### config.mk
export PLATFORM = sky130hd
export DESIGN_NAME = sexagenary_four_pillars_flat
export DESIGN_NICKNAME = d
export VERILOG_FILES = /design/src/sfp_pkg.sv /design/src/sfp_if.sv /design/src/sexagenary_four_pillars.sv /design/src/flat_wrapper.sv
export SDC_FILE = /design/constraint.sdc
export NUM_CORES = 1
export LEC_CHECK = 0
export ABC_AREA = 1
export BUFFER_PORTS_ARGS = -buffer_cell sky130_fd_sc_hd__buf_2
export CORE_MARGIN = 2
export CORE_UTILIZATION = 55
export CTS_CLUSTER_DIAMETER = 40
export DETAILED_ROUTE_END_ITERATION = 12
export PLACE_DENSITY = 0.72
export SKIP_CTS_REPAIR_TIMING = 1
export SLEW_MARGIN = 10
export SYNTH_ARGS = -nofsm -noshare
export SYNTH_HDL_FRONTEND = slang
export SYNTH_SLANG_ARGS = --single-unit
export TNS_END_PERCENT = 5
### constraint.sdc
create_clock -name clk -period 18.05 [get_ports clk]
set_input_delay 2.7075 -clock clk [delete_from_list [all_inputs] [get_ports clk]]
set_output_delay 2.7075 -clock clk [all_outputs]
set_load 0.03 [all_outputs]
### src/sfp_pkg.sv
// Shared constants, tables and small arithmetic helpers for the four-pillars block.
// No dependencies; used by the top level.
`timescale 1ns / 1ps

package sfp_pkg;

  localparam int unsigned YearBase = 1900;
  localparam int unsigned YearLast = 2099;
  localparam int unsigned RomRows  = 67;
  localparam int unsigned RowW     = $clog2(RomRows);

  // Spring Festival offset, three years per word, first year in the top byte.
  localparam logic [23:0] SF_ROM [RomRows] = '{
    24'hBF5348, 24'hBD5044, 24'hB94D42, 24'hB64ABE, 24'h5246BA, 24'h4E4337, 24'h4BC154,
    24'h48BC50, 24'h45B84D, 24'h42B74A, 24'h3E5146, 24'hBA4E44, 24'h384BBF, 24'h53483B,
    24'h4F45B9, 24'h4D42B6, 24'h4ABD51, 24'h46BB4E, 24'h43B84C, 24'h3F5248, 24'h3C4F45,
    24'h394D42, 24'h3549BE, 24'h5146BB, 24'h4F43B7, 24'h4BBF52, 24'h473C50, 24'h45B94D,
    24'hC25449, 24'h3D5146, 24'hBB4F44, 24'h374ABF, 24'h5347BC, 24'h5045B8, 24'h4C41B6,
    24'h49BD52, 24'h47BA4E, 24'h43374A, 24'hBF5348, 24'hBC5045, 24'hB94C41, 24'hB64A3D,
    24'h51463A, 24'h4D4337, 24'h4BBF53, 24'h48BC4F, 24'h44384C, 24'h41B64A, 24'hBE5146,
    24'hBA4E42, 24'h374BC1, 24'h53483C, 24'h4F4438, 24'h4C4235, 24'h49BD51, 24'h45BA4E,
    24'h43B74B, 24'hBF5347, 24'h3B4F45, 24'h384C42, 24'hB649BD, 24'h5146BA, 24'h4E4338,
    24'h4A3E52, 24'h473B4F, 24'h45B94C, 24'h41B549
  };

  // Day-cycle index of the last day of February, three years per word.
  localparam logic [23:0] FE_ROM [RomRows] = '{
    24'h090e13, 24'h181e23, 24'h282d33, 24'h380106, 24'h0c1116, 24'h1b2126, 24'h2b3036,
    24'h3b0409, 24'h0f1419, 24'h1e2429, 24'h2e3339, 24'h02070c, 24'h12171c, 24'h21272c,
    24'h313600, 24'h050a0f, 24'h151a1f, 24'h242a2f, 24'h343903, 24'h080d12, 24'h181d22,
    24'h272d32, 24'h370006, 24'h0b1015, 24'h1b2025, 24'h2a3035, 24'h3a0309, 24'h0e1318,
    24'h1e2328, 24'h2d3338, 24'h01060c, 24'h11161b, 24'h21262b, 24'h30363b, 24'h04090f,
    24'h14191e, 24'h24292e, 24'h333902, 24'h070c12, 24'h171c21, 24'h272c31, 24'h360005,
    24'h0a0f15, 24'h1a1f24, 24'h2a2f34, 24'h390308, 24'h0d1218, 24'h1d2227, 24'h2d3237,
    24'h00060b, 24'h10151b, 24'h20252a, 24'h30353a, 24'h03090e, 24'h13181e, 24'h23282d,
    24'h333801, 24'h060c11, 24'h161b21, 24'h262b30, 24'h363b04, 24'h090f14, 24'h191e24,
    24'h292e33, 24'h390207, 24'h0c1217, 24'h1c2126
  };

  localparam logic [8:0] MONTH_START [13] = '{
    9'd0, 9'd31, 9'd59, 9'd90, 9'd120, 9'd151, 9'd181, 9'd212, 9'd243, 9'd273, 9'd304,
    9'd334, 9'd365
  };

  localparam logic [5:0] MONTH_DAY_OFS [12] = '{
    6'd6, 6'd37, 6'd0, 6'd31, 6'd1, 6'd32, 6'd2, 6'd33, 6'd4, 6'd34, 6'd5, 6'd35
  };

  // Month number 1..12; anything else reads as month 1.
  function automatic logic [3:0] month_idx(input logic [3:0] m);
    logic [3:0] r;
    r = (m >= 4'd1 && m <= 4'd12) ? m - 4'd1 : 4'd0;
    return r;
  endfunction

  // Byte of a three-years-per-word table; row clamps to the last entry.
  function automatic logic [7:0] rom_byte(input logic [23:0] rom [RomRows],
                                          input logic [RowW-1:0] row,
                                          input logic [1:0] sel);
    logic [23:0] w;
    logic [7:0]  b;
    w = (row > RowW'(RomRows - 1)) ? rom[RomRows-1] : rom[row];
    case (sel)
      2'd0:    b = w[23:16];
      2'd1:    b = w[15:8];
      default: b = w[7:0];
    endcase
    return b;
  endfunction

  // x / 3 by reciprocal; exact for any 8-bit x.
  function automatic logic [RowW+1:0] div3(input logic [7:0] x);
    logic [15:0] p;
    logic [6:0]  q;
    logic [8:0]  rem;
    p   = x * 16'd171;
    q   = p[15:9];
    rem = {1'b0, x} - 9'(q * 3);
    return {q[RowW-1:0], rem[1:0]};
  endfunction

  function automatic logic [3:0] mod10(input logic [7:0] x);
    logic [17:0] p;
    logic [4:0]  q;
    logic [7:0]  r;
    p = x * 18'd205;
    q = p[15:11];
    r = x - 8'(q * 10);
    return r[3:0];
  endfunction

  function automatic logic [3:0] mod12(input logic [7:0] x);
    logic [17:0] p;
    logic [4:0]  q;
    logic [7:0]  r;
    p = x * 18'd171;
    q = p[15:11];
    r = x - 8'(q * 12);
    return r[3:0];
  endfunction

  // Fold a value below 30 into 0..9.
  function automatic logic [3:0] fold10(input logic [4:0] x);
    logic [4:0] r;
    r = (x >= 5'd20) ? x - 5'd20 : (x >= 5'd10) ? x - 5'd10 : x;
    return r[3:0];
  endfunction

endpackage

### src/sfp_if.sv
// Valid/ready channel interfaces for the date request and the pillar result.
// Depends on nothing.
`timescale 1ns / 1ps

interface sfp_req_if;
  logic        valid;
  logic        ready;
  logic [11:0] greg_year;
  logic [3:0]  greg_month;
  logic [4:0]  greg_day;
  logic [4:0]  clock_hour;
  logic [4:0]  jie_term_day;

  modport source (output valid, greg_year, greg_month, greg_day, clock_hour, jie_term_day,
                  input ready);
  modport sink (input valid, greg_year, greg_month, greg_day, clock_hour, jie_term_day,
                output ready);
endinterface

interface sfp_rsp_if;
  logic       valid;
  logic       ready;
  logic       input_error;
  logic [3:0] year_stem;
  logic [3:0] year_branch;
  logic [3:0] month_stem;
  logic [3:0] month_branch;
  logic [3:0] day_stem;
  logic [3:0] day_branch;
  logic [3:0] hour_stem;
  logic [3:0] hour_branch;

  modport source (output valid, input_error, year_stem, year_branch, month_stem,
                  month_branch, day_stem, day_branch, hour_stem, hour_branch,
                  input ready);
  modport sink (input valid, input_error, year_stem, year_branch, month_stem,
                month_branch, day_stem, day_branch, hour_stem, hour_branch,
                output ready);
endinterface

### src/sexagenary_four_pillars.sv
// Four pillars of the sexagenary cycle: three-stage pipeline from date to stem/branch pairs.
// Depends on sfp_pkg and the channel interfaces in sfp_if.sv.
//
// One date and hour (March 1900 to 2099) goes in per transaction, with the day of that
// month's first solar term, and one result comes out: stem and branch of the year, solar
// month, day and double hour, or input_error with all other fields zero. The block takes a
// new transaction every cycle while no stall has backed up to the input; each result passes
// through the three pipeline registers (check and table address, table lookup and month
// pillar, modulo reduction) in turn. A stall on the result side backs up stage by stage,
// so empty stages keep accepting while a finished result waits.
`timescale 1ns / 1ps

module sexagenary_four_pillars
  import sfp_pkg::*;
(
  input  logic     clk,
  input  logic     rst,
  sfp_req_if.sink   req,
  sfp_rsp_if.source rsp
);

  typedef struct packed {
    logic            err;
    logic [RowW-1:0] sf_row;
    logic [1:0]      sf_sel;
    logic [RowW-1:0] fe_row;
    logic [1:0]      fe_sel;
    logic [8:0]      doy;
    logic [7:0]      k1;      // year - 1899
    logic [7:0]      ks;      // solar year - 1899
    logic [3:0]      midx;
    logic [4:0]      day;
    logic [4:0]      hour;
    logic            before_jie;
  } s1_t;

  typedef struct packed {
    logic       err;
    logic [7:0] kl1;          // lunar year - 1899
    logic [3:0] mstem;
    logic [3:0] mbranch;
    logic [5:0] gd;
    logic [4:0] hour;
  } s2_t;

  typedef struct packed {
    logic       err;
    logic [3:0] ystem;
    logic [3:0] ybranch;
    logic [3:0] mstem;
    logic [3:0] mbranch;
    logic [3:0] dstem;
    logic [3:0] dbranch;
    logic [3:0] hstem;
    logic [3:0] hbranch;
  } s3_t;

  logic s1_valid, s2_valid, s3_valid;
  s1_t  s1, s1_next;
  s2_t  s2, s2_next;
  s3_t  s3, s3_next;
  logic adv1, adv2, adv3;

  assign adv3      = !s3_valid || rsp.ready;
  assign adv2      = !s2_valid || adv3;
  assign adv1      = !s1_valid || adv2;
  assign req.ready = adv1;

  // Stage 1: range checks, day of year, table addresses.
  always_comb begin
    logic [11:0] yoff;
    logic [11:0] y1;
    logic        leap;
    logic [3:0]  m;
    logic [8:0]  mlen;
    logic        sy_prev;
    logic [7:0]  k;
    logic [7:0]  k_fe;
    logic [8:0]  d3_sf;
    logic [8:0]  d3_fe;
    yoff    = req.greg_year - 12'(YearBase);
    y1      = req.greg_year - 12'(YearBase - 1);
    m       = req.greg_month;
    leap    = (req.greg_year[1:0] == 2'b00) && (req.greg_year != 12'(YearBase));
    s1_next.midx = month_idx(m);
    mlen    = MONTH_START[s1_next.midx + 4'd1] - MONTH_START[s1_next.midx]
              + 9'((m == 4'd2) && leap);
    s1_next.err = (req.greg_year < 12'(YearBase)) || (req.greg_year > 12'(YearLast))
                || (m < 4'd1) || (m > 4'd12) || (req.clock_hour > 5'd23)
                || (req.greg_day == 5'd0) || (req.jie_term_day == 5'd0)
                || ((req.greg_year == 12'(YearBase)) && (m <= 4'd2))
                || (9'(req.greg_day) > mlen);
    s1_next.doy = MONTH_START[s1_next.midx] + 9'(req.greg_day) + 9'((m > 4'd2) && leap);
    s1_next.before_jie = req.greg_day < req.jie_term_day;
    sy_prev = (m == 4'd1) || ((m == 4'd2) && s1_next.before_jie);
    s1_next.k1 = y1[7:0];
    s1_next.ks = y1[7:0] - 8'(sy_prev);
    k       = yoff[7:0];
    k_fe    = k - 8'(m <= 4'd2);
    d3_sf   = div3(k);
    d3_fe   = div3(k_fe);
    s1_next.sf_row = d3_sf[RowW+1:2];
    s1_next.sf_sel = d3_sf[1:0];
    s1_next.fe_row = d3_fe[RowW+1:2];
    s1_next.fe_sel = d3_fe[1:0];
    s1_next.day  = req.greg_day;
    s1_next.hour = req.clock_hour;
  end

  // Stage 2: table lookups, lunar year, month pillar, day cycle.
  always_comb begin
    logic [7:0] sfb;
    logic [7:0] feb;
    logic [5:0] fest;
    logic [4:0] mm;
    logic [3:0] mst;
    logic [3:0] s;
    logic [3:0] s5;
    logic [8:0] gd_raw;
    sfb  = rom_byte(SF_ROM, s1.sf_row, s1.sf_sel);
    feb  = rom_byte(FE_ROM, s1.fe_row, s1.fe_sel);
    fest = 6'(sfb[4:0]) + ((sfb[6:5] == 2'd1) ? 6'd0 : 6'd31);
    s2_next.err = s1.err;
    s2_next.kl1 = s1.k1 - 8'(s1.doy < 9'(fest));
    // month number is midx+1; solar month = ((m + 9 or 10) mod 12) + 1
    mm   = 5'(s1.midx) + (s1.before_jie ? 5'd10 : 5'd11);
    mm   = (mm >= 5'd12) ? mm - 5'd12 : mm;
    mst  = mm[3:0] + 4'd1;
    s    = mod10(s1.ks + 8'd5);
    s5   = (s >= 4'd5) ? s - 4'd5 : s;
    s2_next.mstem   = fold10(5'(mst) + 5'd1 + 5'({s5, 1'b0}));
    s2_next.mbranch = (mst >= 4'd11) ? mst - 4'd11 : mst + 4'd1;
    gd_raw = 9'(feb) + 9'(MONTH_DAY_OFS[s1.midx]) + 9'(s1.day);
    gd_raw = (gd_raw >= 9'd120) ? gd_raw - 9'd120 : (gd_raw >= 9'd60) ? gd_raw - 9'd60 : gd_raw;
    s2_next.gd   = gd_raw[5:0];
    s2_next.hour = s1.hour;
  end

  // Stage 3: modulo reduction into stems and branches; zero on error.
  always_comb begin
    logic       h23;
    logic [3:0] gh;
    logic [3:0] ds;
    logic [3:0] ds5;
    logic [4:0] hp1;
    h23 = (s2.hour == 5'd23);
    hp1 = s2.hour + 5'd1;
    gh  = ((s2.hour == 5'd0) || h23) ? 4'd0 : hp1[4:1];
    ds  = mod10(8'(s2.gd) + 8'd9 + 8'(h23));
    ds5 = (ds >= 4'd5) ? ds - 4'd5 : ds;
    s3_next.err     = s2.err;
    s3_next.ystem   = mod10(s2.kl1 + 8'd5);
    s3_next.ybranch = mod12(s2.kl1 + 8'd11);
    s3_next.mstem   = s2.mstem;
    s3_next.mbranch = s2.mbranch;
    s3_next.dstem   = mod10(8'(s2.gd) + 8'd9);
    s3_next.dbranch = mod12(8'(s2.gd) + 8'd11);
    s3_next.hstem   = fold10(5'(gh) + 5'({ds5, 1'b0}));
    s3_next.hbranch = gh;
    if (s2.err) begin
      s3_next = '0;
      s3_next.err = 1'b1;
    end
  end

  always_ff @(posedge clk) begin
    if (rst) begin
      s1_valid <= 1'b0;
      s2_valid <= 1'b0;
      s3_valid <= 1'b0;
    end else begin
      if (adv1) s1_valid <= req.valid;
      if (adv2) s2_valid <= s1_valid;
      if (adv3) s3_valid <= s2_valid;
    end
  end

  always_ff @(posedge clk) begin
    if (adv1) s1 <= s1_next;
    if (adv2) s2 <= s2_next;
    if (adv3) s3 <= s3_next;
  end

  assign rsp.valid        = s3_valid;
  assign rsp.input_error  = s3.err;
  assign rsp.year_stem    = s3.ystem;
  assign rsp.year_branch  = s3.ybranch;
  assign rsp.month_stem   = s3.mstem;
  assign rsp.month_branch = s3.mbranch;
  assign rsp.day_stem     = s3.dstem;
  assign rsp.day_branch   = s3.dbranch;
  assign rsp.hour_stem    = s3.hstem;
  assign rsp.hour_branch  = s3.hbranch;

endmodule

### src/flat_wrapper.sv
// flat-port wrapper written by rule: the top's interface ports become plain ports
module sexagenary_four_pillars_flat import sfp_pkg::*;
  (clk, rst, req_valid, req_greg_year, req_greg_month, req_greg_day, req_clock_hour, req_jie_term_day, req_ready, rsp_valid, rsp_input_error, rsp_year_stem, rsp_year_branch, rsp_month_stem, rsp_month_branch, rsp_day_stem, rsp_day_branch, rsp_hour_stem, rsp_hour_branch, rsp_ready);
  sfp_req_if req_i ();
  sfp_rsp_if rsp_i ();
  input  logic clk;
  input  logic rst;
  input wire logic [$bits(req_i.valid)-1:0] req_valid;
  input wire logic [$bits(req_i.greg_year)-1:0] req_greg_year;
  input wire logic [$bits(req_i.greg_month)-1:0] req_greg_month;
  input wire logic [$bits(req_i.greg_day)-1:0] req_greg_day;
  input wire logic [$bits(req_i.clock_hour)-1:0] req_clock_hour;
  input wire logic [$bits(req_i.jie_term_day)-1:0] req_jie_term_day;
  output wire logic [$bits(req_i.ready)-1:0] req_ready;
  output wire logic [$bits(rsp_i.valid)-1:0] rsp_valid;
  output wire logic [$bits(rsp_i.input_error)-1:0] rsp_input_error;
  output wire logic [$bits(rsp_i.year_stem)-1:0] rsp_year_stem;
  output wire logic [$bits(rsp_i.year_branch)-1:0] rsp_year_branch;
  output wire logic [$bits(rsp_i.month_stem)-1:0] rsp_month_stem;
  output wire logic [$bits(rsp_i.month_branch)-1:0] rsp_month_branch;
  output wire logic [$bits(rsp_i.day_stem)-1:0] rsp_day_stem;
  output wire logic [$bits(rsp_i.day_branch)-1:0] rsp_day_branch;
  output wire logic [$bits(rsp_i.hour_stem)-1:0] rsp_hour_stem;
  output wire logic [$bits(rsp_i.hour_branch)-1:0] rsp_hour_branch;
  input wire logic [$bits(rsp_i.ready)-1:0] rsp_ready;
  assign req_i.valid = req_valid;
  assign req_i.greg_year = req_greg_year;
  assign req_i.greg_month = req_greg_month;
  assign req_i.greg_day = req_greg_day;
  assign req_i.clock_hour = req_clock_hour;
  assign req_i.jie_term_day = req_jie_term_day;
  assign req_ready = req_i.ready;
  assign rsp_valid = rsp_i.valid;
  assign rsp_input_error = rsp_i.input_error;
  assign rsp_year_stem = rsp_i.year_stem;
  assign rsp_year_branch = rsp_i.year_branch;
  assign rsp_month_stem = rsp_i.month_stem;
  assign rsp_month_branch = rsp_i.month_branch;
  assign rsp_day_stem = rsp_i.day_stem;
  assign rsp_day_branch = rsp_i.day_branch;
  assign rsp_hour_stem = rsp_i.hour_stem;
  assign rsp_hour_branch = rsp_i.hour_branch;
  assign rsp_i.ready = rsp_ready;
  sexagenary_four_pillars u_core (.clk(clk), .rst(rst), .req(req_i), .rsp(rsp_i));
endmodule
==> results of run 1 <==
==> cell families (layout without fill, tap and decap cells) <==
group / count (synthesis) / after routing / synth area share
flops: 118 / 118 / 0.1771
fa+ha+maj: 538 / 538 / 0.3769
xor+xnor: 141 / 141 / 0.06359
compound gates: 396 / 396 / 0.1184
buf+inv: 582 / 653 / 0.1117
simple gates: 682 / 682 / 0.1517
mux: 1 / 1 / 0.0005677
==> layout make-up <==
cell class,instances,share of cell area
repair buffers,77,0.01907
clock inverters,15,0.008654
multi-input cells,1758,0.6637
clock buffers,17,0.02002
inverters,544,0.09608
flip-flops and latches,118,0.1653
well taps,461,0.02714
==> flip-flops by register name, indices dropped and copies added, names as in the netlist <==
| register | flops |
|---|---|
| u_core.s1 | 59 |
| u_core.s2 | 27 |
| u_core.rsp.day_branch | 4 |
| u_core.rsp.hour_branch | 4 |
| u_core.rsp.month_branch | 4 |
| u_core.rsp.year_branch | 4 |
| u_core.rsp.day_stem | 3 |
| u_core.rsp.hour_stem | 3 |
| u_core.rsp.month_stem | 3 |
| u_core.rsp.year_stem | 3 |
| u_core.rsp.input_error | 1 |
| u_core.rsp.valid | 1 |
| u_core.s1_valid | 1 |
| u_core.s2_valid | 1 |
==> placed cells by master (no fill, tap or decap), drive strengths merged, types with 23 or more instances in the layout <==
cell and count:
buf 77, edfxtp 115, nand3 105, o211ai 23, nand2 332, inv 552, o21ai 148, xnor2 53
ha 439, fa 99, a21oi 132, nor2 178, xor2 88
==> cell usage after synthesis (10+ instances only) <==
| library cell | number | area [um^2] |
|---|---|---|
| nand4_1 | 16 | 100.1 |
| nor2_1 | 170 | 638.1 |
| nand3_2 | 12 | 120.1 |
| fa_1 | 99 | 1982 |
| a21oi_1 | 130 | 650.6 |
| xor2_1 | 86 | 753.2 |
| nand3b_1 | 10 | 75.07 |
| nand2_2 | 21 | 131.4 |
| edfxtp_1 | 115 | 3453 |
| o21ai_0 | 146 | 730.7 |
| nand2_1 | 311 | 1167 |
| clkbuf_1 | 28 | 105.1 |
| ha_1 | 439 | 5493 |
| inv_1 | 533 | 2001 |
| o211ai_1 | 23 | 172.7 |
| nor3_1 | 19 | 95.09 |
| a21o_1 | 10 | 75.07 |
| nand3_1 | 93 | 465.5 |
| xnor2_1 | 53 | 464.2 |
==> stage by stage <==
stage / area [um^2] / instances / setup WS [ps] / hold WS (ps) / utilization
floorplan: 19830 / 2458 / 9769 / 400.3 / -
global placement: 20640 / 2958 / 9262 / 406.0 / 0.5804
detailed placement: 20640 / 2958 / 8915 / 407.5 / 0.5804
CTS: 21250 / 2990 / 8900 / 423.1 / 0.5975
global route: 21250 / 2990 / 8162 / 426.5 / 0.5975
finish: 21250 / 2990 / 8879 / 420.7 / 0.5975
==> layer usage <==
layer  GRT usage  vias to the layer above  share of wire
met1      0.3231                     7789           0.45
li1            -                     8187              -
met2      0.4374                      443           0.48
met5           0                        -              0
met4     0.07492                        0          0.024
met3     0.03688                       88          0.047
==> final timing paths <==
check        depth (start not counted)                      end
max reg2reg                         48  u_core.rsp.hour_stem[3]
min                                  0             u_core.s2[3]
min reg2reg                          0             u_core.s2[3]
max                                 48  u_core.rsp.hour_stem[3]
==> results.cfg, run 1 <==
[run_status]
outcome = finished clean

[route]
drc = 0
wl_um = 46440
num_vias = 16507
final_antenna_net_count = 0
wire_per_inst_um = 15.53
drt_pass1_iterations = 6
drtIter0Drc = 1284
vias_per_cell = 5.521

[grt]
grt_pass1_vias = 16542
antenna_found_initial = 0
track_usage = 0.2512
grt_pass1_wl_um = 78500
grt_start_max_net_pins = 62
grt_overflow = 0

[clock_tree]
htree_levels = 4
cts_buffer_depth = 2
ctsRootBufferMaster = clkbuf_16
clkLatencyLatePin_ps = 440
clock_sinks = 118
cts_made_buffers = 17
cts_tree = yes
clk_pin_slew_ps = 70

[timing]
fmax_ghz = 0.1090
setup_violations = 0
slew_headroom = 0.1830
rsz0062_at_grt = no
fin_crit_sh = 0.5081
fin_crit_ps = 9171
skew_ps = 13.08
drv_slew = 0
fin_tns_setup_ps = 0
hold_violations = 0
worst_slew_pin_slew_ps = 1195

[setup_path]
critPathLaunchType = register
path_delay_family = adder cells
crit_required_ps = 18270
worst_ep_arrival_time_ps = 9390
r2r_start = u_core.s2[5]
cp_max_fo = 7
worstSetupEndpointType = register
slowest_delay_ps = 530
cpMaxStageDelayCell = edfxtp_1
path_buf_inv = 11
rrSetupSlack_ps = 8880
crit_type = register to register
cp_common_cell = inv_1
cp-startpoint = u_core.s2[5]

[placed_design]
routabilityCongestion = 1.026
io_buffer_count = 69
dp_hpwl_um = 38030

[floorplanning]
dieArea_um2 = 37600
initial_core_util = 0.5576
dieWidth_um = 193.9
io_pins = 70
dieHeight_um = 193.9
core_area_um2 = 35570
row_count = 69

[synth]
synth_cell_types = 67
async_flop_share = 0
yosys_warnings = 0
synth-main-ff-cell = edfxtp_1
synth_seq_cells = 118
post_synth.cell_area_avg_um2 = 8.069
ys_seq_area_frac = 0.1771
syn-num-nets = 3031
synth_edf_count = 115
syn_inst = 2458
syn-cell-area_um2 = 19830

[layout]
n_fill_cell = 3201
layout-drive-gt1-share = 0.07157
nets = 3089
multi_input_area_um2 = 14110
regArea_um2 = 3513
syn2layout_area_growth_pct = 7.161
n_antenna_cell = 0

[worst_hold_path]
hold_class = register to register
min_from = u_core.s1[4]

[run]
maxCapViolations = 0
Power of run 1 is not shown: default switching activity piles up to over one toggle a cycle in this logic, so the estimate is an artifact.
==> run 2, diff against run 1 <==
--- a/config.mk
+++ b/config.mk
@@ -5,7 +5,7 @@
 export SDC_FILE = /design/constraint.sdc
 export NUM_CORES = 1
 export LEC_CHECK = 0
-export ABC_AREA = 1
+export ABC_AREA = 0
 export BUFFER_PORTS_ARGS = -buffer_cell sky130_fd_sc_hd__buf_2
 export CORE_MARGIN = 2
 export CORE_UTILIZATION = 55
==> constraint.sdc (replaced) <==
create_clock -name clk -period 8.8 [get_ports clk]
set_input_delay 1.32 -clock clk [delete_from_list [all_inputs] [get_ports clk]]
set_output_delay 1.32 -clock clk [all_outputs]
set_load 0.03 [all_outputs]
==> run 2 against run 1 <==
Compared with the run above:
- the run now ends with setup timing left
- die area is 0.89% lower
- wire length is 3.8% lower
- design area is 1.4% higher
- sequential share of layout area is 0.23 points lower
- via count is 5.1% lower
- synthesized cell count is 9.7% lower
- area after synthesis is 0.91% lower
- utilization is 1.2 points higher
- clock skew is 2.4 ps lower
- worst hold slack worse by 3.5 ps
- largest cell class unchanged
==> results.cfg, run 2 <==
[synth]
ys_seq_area_frac = 0.1788
synth-main-ff-cell = edfxtp_1
syn_inst = 2220
synth_seq_cells = 118
post_synth.cell_area_avg_um2 = 8.853
synth_edf_count = 115
yosys_warnings = 0
synth_most_common_cell = ha_1
yosys-top-cells-area = ha_1 (28%), edfxtp_1 (18%), fa_1 (10%)
async_flop_share = 0
syn-num-nets = 2793
ys_top_cells_by_count = ha_1 (439), inv_1 (369), nor2_1 (160)
synth_area_leader_cell = ha_1
yosysTopAreaCellShare = 0.2795
syn-cell-area_um2 = 19650
synth_cell_types = 79

[layout]
final_common_cell = ha_1
layout_common_cells = ha_1 (426), inv_1 (359), nor2_1 (160)
syn2layout_area_growth_pct = 9.696
regArea_um2 = 3513
nets = 2848
layout-drive-gt1-share = 0.09965
multi_input_area_um2 = 14800
stdcell_count = 2751
utilization = 0.6090
reg_top3 = u_core.s1: 59 flops, u_core.s2: 27 flops
largest_register = u_core.s1
n_fill_cell = 3017
largest_register_ffs = 59

[placed_design]
routabilityCongestion = 0.9292
io_buffer_count = 69
dp_hpwl_um = 34610
dp.cells = 2694

[worst_hold_path]
whs_path_depth = 0
worstHoldEndpoint = u_core.s2[2]
hold_class = register to register
min_from = u_core.s1[3]

[setup_path]
worst_ep_arrival_time_ps = 9170
crit_required_ps = 9080
slowest_delay_ps = 600
r2r_end = u_core.rsp.hour_stem[3]
cpMaxStageDelayCell = fa_2
cp_common_cell = inv_2
path_delay_family = adder cells
reg2regPathDepth = 42
worstSetupEndpointType = register
rrSetupSlack_ps = -90
r2r_start = u_core.s2[5]
cp_max_fo = 5
path_buf_inv = 10
critPathLaunchType = register
crit_type = register to register

[grt]
track_usage = 0.2432
antenna_found_initial = 3
grt_pass1_wl_um = 73790
grt_pass1_vias = 15605
grt_overflow = 0
grt_start_max_net_pins = 98

[route]
num_vias = 15662
vias_per_cell = 5.693
wl_um = 44670
wire_per_inst_um = 16.24
drc = 0
drt_pass1_iterations = 5
final_antenna_net_count = 0
drtIter0Drc = 1044

[clock_tree]
clk_pin_slew_ps = 60
htree_levels = 4
cts_tree = yes
clkLatencyLatePin_ps = 430
cts_buffer_depth = 2
cts_made_buffers = 17
clock_sinks = 118
ctsRootBufferMaster = clkbuf_16

[timing]
hold_violations = 0
worst_slew_pin_slew_ps = 1178
skew_ps = 10.72
fmax_ghz = 0.1125
rsz0062_at_grt = yes
fin_ws_ps = -85.96
fin_crit_sh = 1.010
setup_violations = 1
holdWs_ps = 417.2
fin_crit_ps = 8886
drv_slew = 0
slew_headroom = 0.2138

[floorplanning]
row_count = 69
io_pins = 70
initial_core_util = 0.5552
dieWidth_um = 193.0
dieArea_um2 = 37260
core_area_um2 = 35400
dieHeight_um = 193.0

[run_status]
violations = setup timing
outcome = finished, violations left

[run]
maxCapViolations = 0
==> run 2: cell count changes after synthesis, moves of 26 or more <==
| cell | change |
|---|---|
| nand3_1 | -69 |
| inv_1 | -164 |
| a21o_1 | +27 |
| mux2i_1 | +26 |
| nor2b_1 | +38 |
| xnor2_1 | +68 |
| o21ai_0 | -50 |
| clkbuf_1 | +26 |
| xor2_1 | -39 |
| nand2_1 | -175 |
==> run 2: cells by family after synthesis <==
kind of cell / after synthesis / synth area share
AOI/OAI and AO/OA: 429 / 0.1373
adders and majority gates: 538 / 0.3803
and+or+nand+nor: 484 / 0.1147
xor gates and xnor gates: 171 / 0.07799
DFF: 118 / 0.1788
muxes: 38 / 0.02470
buffers and inverters: 442 / 0.08614
==> run 2: layout make-up <==
class                      count  share of cell area
tap                          461             0.02676
clock inverter                14            0.009170
antenna                        2           0.0002322
timing repair buffer         107             0.02943
inverter                     371             0.06471
multi-input combinational   1660              0.6864
clock buffer                  18             0.02037
sequential                   118              0.1630
==> run 2: worst max path at each step <==
stage / from / endpoint / slack (ps) / cells past startpoint
2_1_floorplan: u_core.s2[5] / u_core.rsp.hour_stem[3] / 340 / 38
3_3_place_gp: u_core.s2[0] / u_core.rsp.hour_stem[3] / 190 / 38
3_5_place_dp: u_core.s2[0] / u_core.rsp.hour_stem[3] / -230 / 38
4_1_cts: u_core.s2[0] / u_core.rsp.hour_stem[3] / -330 / 38
5_1_grt: u_core.s2[5] / u_core.rsp.hour_stem[3] / -460 / 43
6_report: u_core.s2[5] / u_core.rsp.hour_stem[3] / -90 / 42
==> run 2: per-stage QoR <==
stage	TNS (ps)	worst slack (ps)	cell area [um^2]
finish	-85.96	-85.96	21560
global placement	0	191.6	20390
detailed placement	-594.9	-231.2	20390
floorplan	0	339.5	19650
global route	-1211	-459.9	21560
CTS	-918.6	-334.3	21030
==> run 2: routing by layer <==
| layer | share of wire | vias to the layer above | wire length (um) | track usage |
|---|---|---|---|---|
| met3 | 0.042 | 76 | 1854 | 0.02842 |
| met2 | 0.50 | 385 | 22390 | 0.4294 |
| met1 | 0.44 | 7505 | 19480 | 0.3148 |
| li1 | - | 7694 | - | - |
| met5 | 0.00029 | - | 13 | 0 |
| met4 | 0.021 | 2 | 927 | 0.06672 |
Power of run 2 is left out for the same reason.
